## config.mk

```make
export PLATFORM = sky130hd
export DESIGN_NAME = chaikin_corner_cutting_pass
export DESIGN_NICKNAME = d
export VERILOG_FILES = /design/src/rtl/ccp_pkg.sv /design/src/rtl/ccp_cut.sv /design/src/rtl/ccp_outq.sv /design/src/rtl/chaikin_corner_cutting_pass.sv
export VERILOG_INCLUDE_DIRS = /design/src /design/src/rtl
export SDC_FILE = /design/constraint.sdc
export NUM_CORES = 2
export LEC_CHECK = 0
export ABC_AREA = 1
export BUFFER_PORTS_ARGS = -buffer_cell sky130_fd_sc_hd__buf_2
export CORE_MARGIN = 2
export CORE_UTILIZATION = 35
export CTS_BUF_LIST = sky130_fd_sc_hd__clkbuf_16
export CTS_CLUSTER_SIZE = 40
export DETAILED_ROUTE_END_ITERATION = 10
export PLACE_DENSITY = 0.56
export SYNTH_ARGS = -nofsm -noshare
export SYNTH_HDL_FRONTEND = slang
export SYNTH_SLANG_ARGS = --single-unit
```

## constraint.sdc

```tcl
create_clock -name i_clk -period 12.2 [get_ports i_clk]
set_input_delay 2.44 -clock i_clk [delete_from_list [all_inputs] [get_ports i_clk]]
set_output_delay 2.44 -clock i_clk [all_outputs]
set_load 0.05 [all_outputs]
```

## src/rtl/chaikin_corner_cutting_pass_defines.svh

```systemverilog
// ============================================================================
// Chaikin pass assertion macros
// Shared property forms for the corner-cutting pass checks.
// ============================================================================
`ifndef CHAIKIN_CORNER_CUTTING_PASS_DEFINES_SVH
`define CHAIKIN_CORNER_CUTTING_PASS_DEFINES_SVH

// same-cycle implication, sampled on i_clk, off during reset
`define CCP_ASSERT_NOW(lbl, ante, cons, msg) \
    lbl: assert property (@(posedge i_clk) disable iff (!i_rst_n) \
        (ante) |-> (cons)) else $error(msg);

// next-cycle implication, sampled on i_clk, off during reset
`define CCP_ASSERT_NEXT(lbl, ante, cons, msg) \
    lbl: assert property (@(posedge i_clk) disable iff (!i_rst_n) \
        (ante) |=> (cons)) else $error(msg);

`endif

```

## src/rtl/ccp_pkg.sv

```systemverilog
// ============================================================================
// Chaikin pass package
// Register indexes and shared control types.
// ============================================================================
package ccp_pkg;

    localparam logic [1:0] REG_KEEP_ENDPOINTS = 2'd0;
    localparam logic [1:0] REG_CLOSE_RING     = 2'd1;
    localparam logic [1:0] REG_USE_Z          = 2'd2;
    localparam logic [1:0] REG_USE_M          = 2'd3;

    typedef struct packed {
        logic keep_endpoints;
        logic close_ring;
        logic use_z;
        logic use_m;
    } t_cfg;

    typedef struct packed {
        logic       can_load;
        logic       busy;
        logic [1:0] count;
    } t_q_stat;

endpackage

```

## src/rtl/ccp_cut.sv

```systemverilog
// ============================================================================
// Chaikin cut lanes
// Quarter delta and the two cut points per coordinate, four lanes.
// ============================================================================
module ccp_cut #(
    parameter int W = 32
) (
    input  logic [3:0][W-1:0] i_prev,
    input  logic [3:0][W-1:0] i_cur,
    output logic [3:0][W-1:0] o_cut1,
    output logic [3:0][W-1:0] o_cut2
);

    for (genvar g = 0; g < 4; g++) begin : g_lane
        logic [W:0]   diff;
        logic [W-1:0] quarter;

        assign diff    = {i_cur[g][W-1], i_cur[g]} - {i_prev[g][W-1], i_prev[g]};
        assign quarter = {diff[W], diff[W:2]};
        assign o_cut1[g] = i_prev[g] + quarter;
        assign o_cut2[g] = i_cur[g] - quarter;
    end

endmodule

```

## src/rtl/ccp_outq.sv

```systemverilog
// ============================================================================
// Chaikin result queue
// Three-slot result register, loaded per request, drained one per ready cycle.
// ============================================================================
module ccp_outq #(
    parameter int W = 32
) (
    input  logic                    i_clk,
    input  logic                    i_rst_n,
    input  logic                    i_load,
    input  logic [2:0][3:0][W-1:0]  i_pts,
    input  logic [2:0]              i_last,
    input  logic [1:0]              i_cnt,
    input  logic                    i_ready,
    output logic                    o_valid,
    output logic [3:0][W-1:0]       o_pt,
    output logic                    o_last,
    output ccp_pkg::t_q_stat        o_stat
);

    logic [2:0][3:0][W-1:0] r_pt;
    logic [2:0]             r_last;
    logic [1:0]             r_cnt;
    logic [1:0]             n_cnt;
    logic                   pop;

    assign o_valid = (r_cnt != 2'd0);
    assign pop     = o_valid & i_ready;
    assign o_pt    = r_pt[0];
    assign o_last  = r_last[0];

    assign o_stat.can_load = (r_cnt == 2'd0) || ((r_cnt == 2'd1) && i_ready);
    assign o_stat.busy     = o_valid;
    assign o_stat.count    = r_cnt;

    always_comb begin
        n_cnt = r_cnt;
        if (i_load) begin
            n_cnt = i_cnt;
        end else if (pop) begin
            n_cnt = r_cnt - 2'd1;
        end
    end

    always_ff @(posedge i_clk) begin
        if (!i_rst_n) begin
            r_cnt <= 2'd0;
        end else begin
            r_cnt <= n_cnt;
        end
    end

    always_ff @(posedge i_clk) begin
        if (i_load) begin
            r_pt   <= i_pts;
            r_last <= i_last;
        end else if (pop) begin
            r_pt[0]   <= r_pt[1];
            r_pt[1]   <= r_pt[2];
            r_last[0] <= r_last[1];
            r_last[1] <= r_last[2];
        end
    end

endmodule

```

## src/rtl/chaikin_corner_cutting_pass.sv

```systemverilog
// ============================================================================
// Chaikin corner-cutting pass
// One corner-cutting pass over a stream of 4-D polyline points.
// ============================================================================
//  channel   direction  handshake             payload
//  s         in         i_s_tvalid/o_s_tready  tdata x,y,z,m; tlast end_of_line
//  m         out        o_m_tvalid/i_m_tready  tdata x,y,z,m; tlast out_last
//  apb       cfg        psel/penable/pready    4 one-bit registers at 4*i
//
//  A point is cut in the cycle it is taken; its zero to three results leave
//  the result queue one per cycle while i_m_tready is high.
//  The next point is taken in the cycle the queue's last result is taken.
//  Synchronous active-low reset clears polyline state and empties the queue.
//  A stall on the m side holds the queue and closes o_s_tready.
// ============================================================================
`include "chaikin_corner_cutting_pass_defines.svh"

module chaikin_corner_cutting_pass #(
    parameter int COORD_WIDTH = 32
) (
    input  logic                  i_clk,
    input  logic                  i_rst_n,
    input  logic                  i_s_tvalid,
    output logic                  o_s_tready,
    // [x | y | z | m] from bit 0 up, each COORD_WIDTH, zero pad to bytes
    input  logic [((4 * COORD_WIDTH + 7) / 8) * 8 - 1:0] i_s_tdata,
    input  logic                  i_s_tlast,
    output logic                  o_m_tvalid,
    input  logic                  i_m_tready,
    // [out_x | out_y | out_z | out_m] from bit 0 up, zero pad to bytes
    output logic [((4 * COORD_WIDTH + 7) / 8) * 8 - 1:0] o_m_tdata,
    output logic                  o_m_tlast,
    input  logic                  psel,
    input  logic                  penable,
    input  logic                  pwrite,
    input  logic [3:0]            paddr,
    input  logic [31:0]           pwdata,
    output logic [31:0]           prdata,
    output logic                  pready
);

    localparam int W       = COORD_WIDTH;
    localparam int TDATA_W = ((4 * COORD_WIDTH + 7) / 8) * 8;

    ccp_pkg::t_cfg          r_cfg;
    ccp_pkg::t_cfg          n_cfg;
    ccp_pkg::t_q_stat       q_stat;

    logic [3:0][W-1:0]      r_prev;
    logic [3:0][W-1:0]      r_first;
    logic                   r_have_prev;
    logic                   r_prev_first;
    logic                   r_first_valid;
    logic                   n_have_prev;
    logic                   n_prev_first;
    logic                   n_first_valid;

    logic [3:0][W-1:0]      cur;
    logic [3:0][W-1:0]      cut1;
    logic [3:0][W-1:0]      cut2;
    logic                   eol;
    logic                   accept;
    logic                   cfg_wr;

    logic [3:0][W-1:0]      cand_a;
    logic [3:0][W-1:0]      cand_b;
    logic [3:0][W-1:0]      cand_c;
    logic                   en_a;
    logic                   en_b;
    logic                   en_c;
    logic [2:0][3:0][W-1:0] slot;
    logic [2:0]             slot_last;
    logic [1:0]             slot_cnt;
    logic [3:0][W-1:0]      q_pt;

    function automatic logic [3:0][W-1:0] mask_zm(input logic [3:0][W-1:0] pt,
                                                  input ccp_pkg::t_cfg cfg);
        logic [3:0][W-1:0] res;
        res    = pt;
        res[2] = cfg.use_z ? pt[2] : '0;
        res[3] = cfg.use_m ? pt[3] : '0;
        return res;
    endfunction

    // configuration port
    assign pready = 1'b1;
    assign cfg_wr = psel & penable & pwrite;

    always_comb begin
        n_cfg = r_cfg;
        if (cfg_wr) begin
            unique case (paddr[3:2])
                ccp_pkg::REG_KEEP_ENDPOINTS: n_cfg.keep_endpoints = pwdata[0];
                ccp_pkg::REG_CLOSE_RING:     n_cfg.close_ring     = pwdata[0];
                ccp_pkg::REG_USE_Z:          n_cfg.use_z          = pwdata[0];
                ccp_pkg::REG_USE_M:          n_cfg.use_m          = pwdata[0];
                default:                     n_cfg                = r_cfg;
            endcase
        end
    end

    always_comb begin
        prdata = '0;
        unique case (paddr[3:2])
            ccp_pkg::REG_KEEP_ENDPOINTS: prdata[0] = r_cfg.keep_endpoints;
            ccp_pkg::REG_CLOSE_RING:     prdata[0] = r_cfg.close_ring;
            ccp_pkg::REG_USE_Z:          prdata[0] = r_cfg.use_z;
            ccp_pkg::REG_USE_M:          prdata[0] = r_cfg.use_m;
            default:                     prdata    = '0;
        endcase
    end

    // input side
    assign cur        = i_s_tdata[4*W-1:0];
    assign eol        = i_s_tlast;
    assign o_s_tready = q_stat.can_load;
    assign accept     = i_s_tvalid & q_stat.can_load;

    ccp_cut #(
        .W (W)
    ) u_cut (
        .i_prev (r_prev),
        .i_cur  (cur),
        .o_cut1 (cut1),
        .o_cut2 (cut2)
    );

    // candidate results in emission order, then packed to the front
    always_comb begin
        if (r_have_prev) begin
            cand_a = cut1;
            cand_b = cut2;
            cand_c = r_cfg.keep_endpoints ? cur : (r_first_valid ? r_first : cut1);
            en_a   = !r_cfg.keep_endpoints || !r_prev_first;
            en_b   = !r_cfg.keep_endpoints || !eol;
            en_c   = eol && (r_cfg.keep_endpoints ||
                             (r_cfg.close_ring && (r_first_valid || en_a)));
        end else begin
            cand_a = cur;
            cand_b = cur;
            cand_c = cur;
            en_a   = r_cfg.keep_endpoints;
            en_b   = 1'b0;
            en_c   = r_cfg.keep_endpoints && eol;
        end
    end

    always_comb begin
        slot[0]  = mask_zm(en_a ? cand_a : (en_b ? cand_b : cand_c), r_cfg);
        slot[1]  = mask_zm((en_a && en_b) ? cand_b : cand_c, r_cfg);
        slot[2]  = mask_zm(cand_c, r_cfg);
        slot_cnt = {1'b0, en_a} + {1'b0, en_b} + {1'b0, en_c};
        slot_last = '0;
        unique case (slot_cnt)
            2'd1:    slot_last[0] = eol;
            2'd2:    slot_last[1] = eol;
            2'd3:    slot_last[2] = eol;
            default: slot_last    = '0;
        endcase
    end

    ccp_outq #(
        .W (W)
    ) u_outq (
        .i_clk   (i_clk),
        .i_rst_n (i_rst_n),
        .i_load  (accept),
        .i_pts   (slot),
        .i_last  (slot_last),
        .i_cnt   (slot_cnt),
        .i_ready (i_m_tready),
        .o_valid (o_m_tvalid),
        .o_pt    (q_pt),
        .o_last  (o_m_tlast),
        .o_stat  (q_stat)
    );

    assign o_m_tdata = TDATA_W'(q_pt);

    // polyline state
    always_comb begin
        n_have_prev   = r_have_prev;
        n_prev_first  = r_prev_first;
        n_first_valid = r_first_valid;
        if (accept) begin
            if (eol) begin
                n_have_prev   = 1'b0;
                n_prev_first  = 1'b0;
                n_first_valid = 1'b0;
            end else begin
                n_have_prev   = 1'b1;
                n_prev_first  = !r_have_prev;
                n_first_valid = r_have_prev && (r_first_valid || en_a);
            end
        end
    end

    always_ff @(posedge i_clk) begin
        if (!i_rst_n) begin
            r_cfg         <= '{keep_endpoints: 1'b1, close_ring: 1'b0,
                               use_z: 1'b0, use_m: 1'b0};
            r_have_prev   <= 1'b0;
            r_prev_first  <= 1'b0;
            r_first_valid <= 1'b0;
        end else begin
            r_cfg         <= n_cfg;
            r_have_prev   <= n_have_prev;
            r_prev_first  <= n_prev_first;
            r_first_valid <= n_first_valid;
        end
    end

    always_ff @(posedge i_clk) begin
        if (accept && !eol) begin
            r_prev <= cur;
        end
        if (accept && r_have_prev && en_a && !r_first_valid) begin
            r_first <= cut1;
        end
    end

    `CCP_ASSERT_NOW(a_first_needs_prev, r_first_valid, r_have_prev,
        "first emitted point recorded without an open polyline")
    `CCP_ASSERT_NOW(a_pfirst_needs_prev, r_prev_first, r_have_prev,
        "previous-is-first set without a previous point")
    `CCP_ASSERT_NEXT(a_eol_closes, accept && eol, !r_have_prev,
        "polyline still open after its last point")
    `CCP_ASSERT_NOW(a_no_overrun, accept, q_stat.count <= 2'd1,
        "request taken while results still queued")
    `CCP_ASSERT_NEXT(a_drain_empties,
        o_m_tvalid && i_m_tready && (q_stat.count == 2'd1) && !accept,
        !o_m_tvalid, "result queue not empty after draining its last entry")

endmodule
```

==> flow_summary.rst <==
.. list-table::
   :header-rows: 1

   * - Metric
     - Value
   * - Status
     - completed
   * - Horizontal die dimension
     - 402 um
   * - Area used by sequential logic in the layout
     - between 15000 and 20000 um^2
   * - Actual transition at the worst max-transition pin
     - around 1.1 ns
   * - Fraction of layout instances using a drive strength above 1
     - a little under a tenth
   * - Share of the core filled with cells
     - between 30% and 40%
   * - Core Area
     - between 150000 and 200000 um^2
   * - Startpoint of the tightest hold check path
     - r_prev_first$_SDFFE_PN0P_
   * - Starting density of the core
     - between 30% and 40%
   * - Commonest non-fill, non-tap cell in the layout
     - nand2_1
   * - Setup violators final
     - 0
   * - Number of buffers on the longest clock path
     - 3
   * - DP Worst Slack
     - between 4 and 5 ns
   * - Normalized max-slew margin
     - about 26%
   * - Sum of internal, switching and leakage power
     - between 10000 and 15000 uW
   * - Skew final
     - slightly above 0.05 ns
   * - Highest achievable clock rate
     - about 150 MHz
   * - Critical path data required time
     - 12.70 ns
   * - Cell area power density
     - 230 nW/um^2
   * - Count of fill cells added during filler insertion
     - ~16000
   * - Maximum ir drop on the vdd rail
     - 0.000211 V
   * - Routability cong.
     - around 0.96
   * - Final number of hold-violating endpoints
     - 0
   * - Top-level port count
     - 336
   * - Arrival @ worst endpoint
     - 7.27 ns
   * - Max-cap violation count
     - 0
   * - RSZ-0062 raised after global routing
     - false
   * - Warning count from the yosys run
     - 0
   * - Setup TNS
     - 0 ns
   * - Clock transition at the registers of the reported paths
     - 0.06 ns
   * - Fraction of registers with async set/reset
     - 0%
   * - Number of input and output port buffers inserted
     - 270
   * - Final-report max-slew violation count
     - 0
   * - Area of the mapped netlist
     - about 55000 um^2
   * - Total wire length
     - about 210 mm
   * - Gate count after technology mapping
     - ~7400
   * - Post-Synthesis Mean Instance Area
     - between 7 and 8 um^2
   * - Final Worst Setup Slack
     - around 5.4 ns
   * - Root Buffer Master
     - clkbuf_16
   * - Number of antenna violations at the first check in global routing
     - 14
   * - Maximum number of pins on one net before global-route repair
     - 127
   * - Final critical-path share of the clock period
     - a little under three fifths
   * - Startpoint of the most critical setup path
     - i_s_tdata[14]
   * - Number of buffers created by CTS
     - 86
   * - Y dimension of the die
     - roughly 400 um
   * - Post-detailed-route via-to-cell ratio
     - ~5.4
   * - Overall global routing resource usage
     - about 25%
   * - Final worst path period need
     - just under 7 ns
   * - Vias in the first global route
     - between 50000 and 60000
   * - Number of rows in the core area
     - 145
   * - Hold buffer count at CTS
     - 0
   * - Area of the multi-input gates
     - between 30000 and 40000 um^2
   * - Top library cells by usage in the layout, fill and taps aside
     - nand2_1, inv_1, a21oi_1
   * - CTS tree
     - done
   * - EDFF count, synth
     - between 600 and 700
   * - Worst hold slack after final layout
     - approximately 0.49 ns
   * - Maximum fanout along the worst path
     - 5
   * - Post-route ant nets
     - 0
   * - Gr ovfl total
     - 0
   * - Count of unique library cells instantiated by Yosys
     - 78
   * - Iter 0 DRT Violations
     - ~4300
   * - H-tree depth
     - 3
   * - Global-route wire length before repair
     - 312 mm
   * - Flip-flop and latch count after synthesis
     - 652
   * - Final routed wire length divided by cell count
     - 21.7 um
   * - Final net count
     - between 8000 and 9000
   * - Total die area
     - between 150000 and 200000 um^2
   * - Launch instance of the worst register-to-register path
     - r_prev[1]$_DFFE_PP_
   * - Resized cells post-CTS
     - 0
   * - # Post-CTS Setup Buffers
     - 0
   * - Iteration count of the initial detailed-routing pass
     - 8
   * - Class of the worst hold path
     - reg2reg
   * - Half-perimeter wire length of the detailed placement result
     - around 150 mm
   * - Clock sink total
     - between 600 and 700
   * - Category of the worst setup path capture point
     - flip-flop
   * - Post-synth top flop
     - edfxtp_1
   * - Post-synthesis sequential area ratio
     - about a third
   * - Leakage power of the design
     - approximately 0.027 uW
   * - Skew-Pair Late Insertion Delay
     - 0.75 ns
   * - Critical Setup Path Class
     - in2reg
   * - Area Overhead vs Synth
     - 9.23%
   * - Setup crit start kind
     - input pin
   * - Number of design rule violations left after detail routing
     - 0
   * - Number of vias in the routed layout
     - ~52000
==> cells in the mapped netlist (all sizes together), types with 3 or more instances <==
library cell	count	area (um^2)
inv	790	2970
and2	5	31.3
a31o	5	43.8
o31a	3	26.3
nor2	710	2690
clkbuf	176	662
nand2	1742	6730
a221oi	8	70.1
a2bb2oi	5	43.8
dfxtp	9	180
a22o	9	78.8
ha	376	4700
o211ai	74	566
nand3b	18	135
a21o	58	435
a31oi	33	206
or2	68	425
nand3	566	2880
o21a	25	195
a21oi	727	3770
o221ai	13	114
nor4	27	203
fa	9	180
buf	235	1540
o21bai	64	522
o31ai	8	65.1
o22ai	18	150
nor3	69	355
a21boi	23	195
xor2	153	1390
edfxtp	643	19300
o21ai	574	3010
a32o	16	160
nand4	64	400
a211oi	3	22.5
a22oi	17	128
xnor2	69	619
==> path summary, 6_finish.rpt <==
| kind | end | slack, ns | cells after the start |
|---|---|---|---|
| min reg2reg | r_prev_first$_SDFFE_PN0P_ | 0.49 | 2 |
| max reg2reg | u_outq.o_pt[26]$_DFFE_PP_ | 6.91 | 29 |
| max | u_outq.o_pt[26]$_DFFE_PP_ | 5.43 | 27 |
| min | r_prev_first$_SDFFE_PN0P_ | 0.49 | 2 |
==> routing by layer <==
layer	GRT usage (%)	wire (um)	vias up
met5	0	74	-
met4	8.98	7760	12
met3	3.51	13600	363
met2	41.2	94400	1994
met1	33.7	91900	24500
li1	-	-	25300
==> where the power goes <==
group | leakage, uW | internal, uW | switching [uW]
Clock | 0.00136 | 1440 | 1120
Combinational | 0.0195 | 2040 | 5520
Sequential | 0.00622 | 3510 | 286
Total | 0.0271 | 6990 | 6930
==> logic make-up (layout without fill, tap and decap cells) <==
kind of cell	after synthesis	count (layout)	synth area share, %
AOI/OAI and AO/OA	1695	1695	17.9
xor gates and xnor gates	222	222	3.62
adders and majority gates	385	385	8.82
buffers and inverters	1203	1264	9.35
DFF	652	652	35.2
muxes	2	2	0.0362
other	2	35	0.0136
and+or+nand+nor	3271	3271	25.0
==> state kept, by name (all words and copies together) (netlist names) <==
name and count:
r_have_prev 1, u_outq.r_pt 256, r_prev 128, r_first_valid 1, u_outq.r_last 3, r_first 128
r_cfg 4, u_outq.r_cnt 2, u_outq.o_pt 128, r_prev_first 1
==> stage by stage <==
stage                     cells  area [um^2]
final                      9584        60500
after global routing       9583        60500
after CTS                  9581        60500
after detailed placement   9426        57700
after global placement     9426        57700
after floorplan            7462        55500
==> final cells by class <==
type	instances	share of cell area, %
flip-flops and latches	652	32.2
clock buffers	88	3.64
inverters	792	4.98
repair buffers	317	2.86
diodes	3	0.0124
well taps	2058	4.26
multi-input cells	5607	51.1
clock inverters	67	0.911
==> critical path, cell delays in order <==
cell,delay (ns)
buf_2,0.18
ha_1,0.38
nand2_1,0.12
nor2_1,0.27
inv_1,0.07
nor3_1,0.18
nand2_2,0.08
nand2_2,0.14
a21oi_4,0.09
o21ai_4,0.19
nand2_2,0.07
nand2_2,0.10
xor2_2,0.23
inv_1,0.07
ha_1,0.37
nand2_1,0.16
nor3_1,0.55
nand4_1,0.19
nand3_1,0.24
nand2_1,0.07
nand2_1,0.11
nand2_1,0.09
nand3b_1,0.09
nand3_1,0.17
nand3_1,0.14
nand3_1,0.07
a21oi_1,0.37
Power figures use the tool's default switching activity.
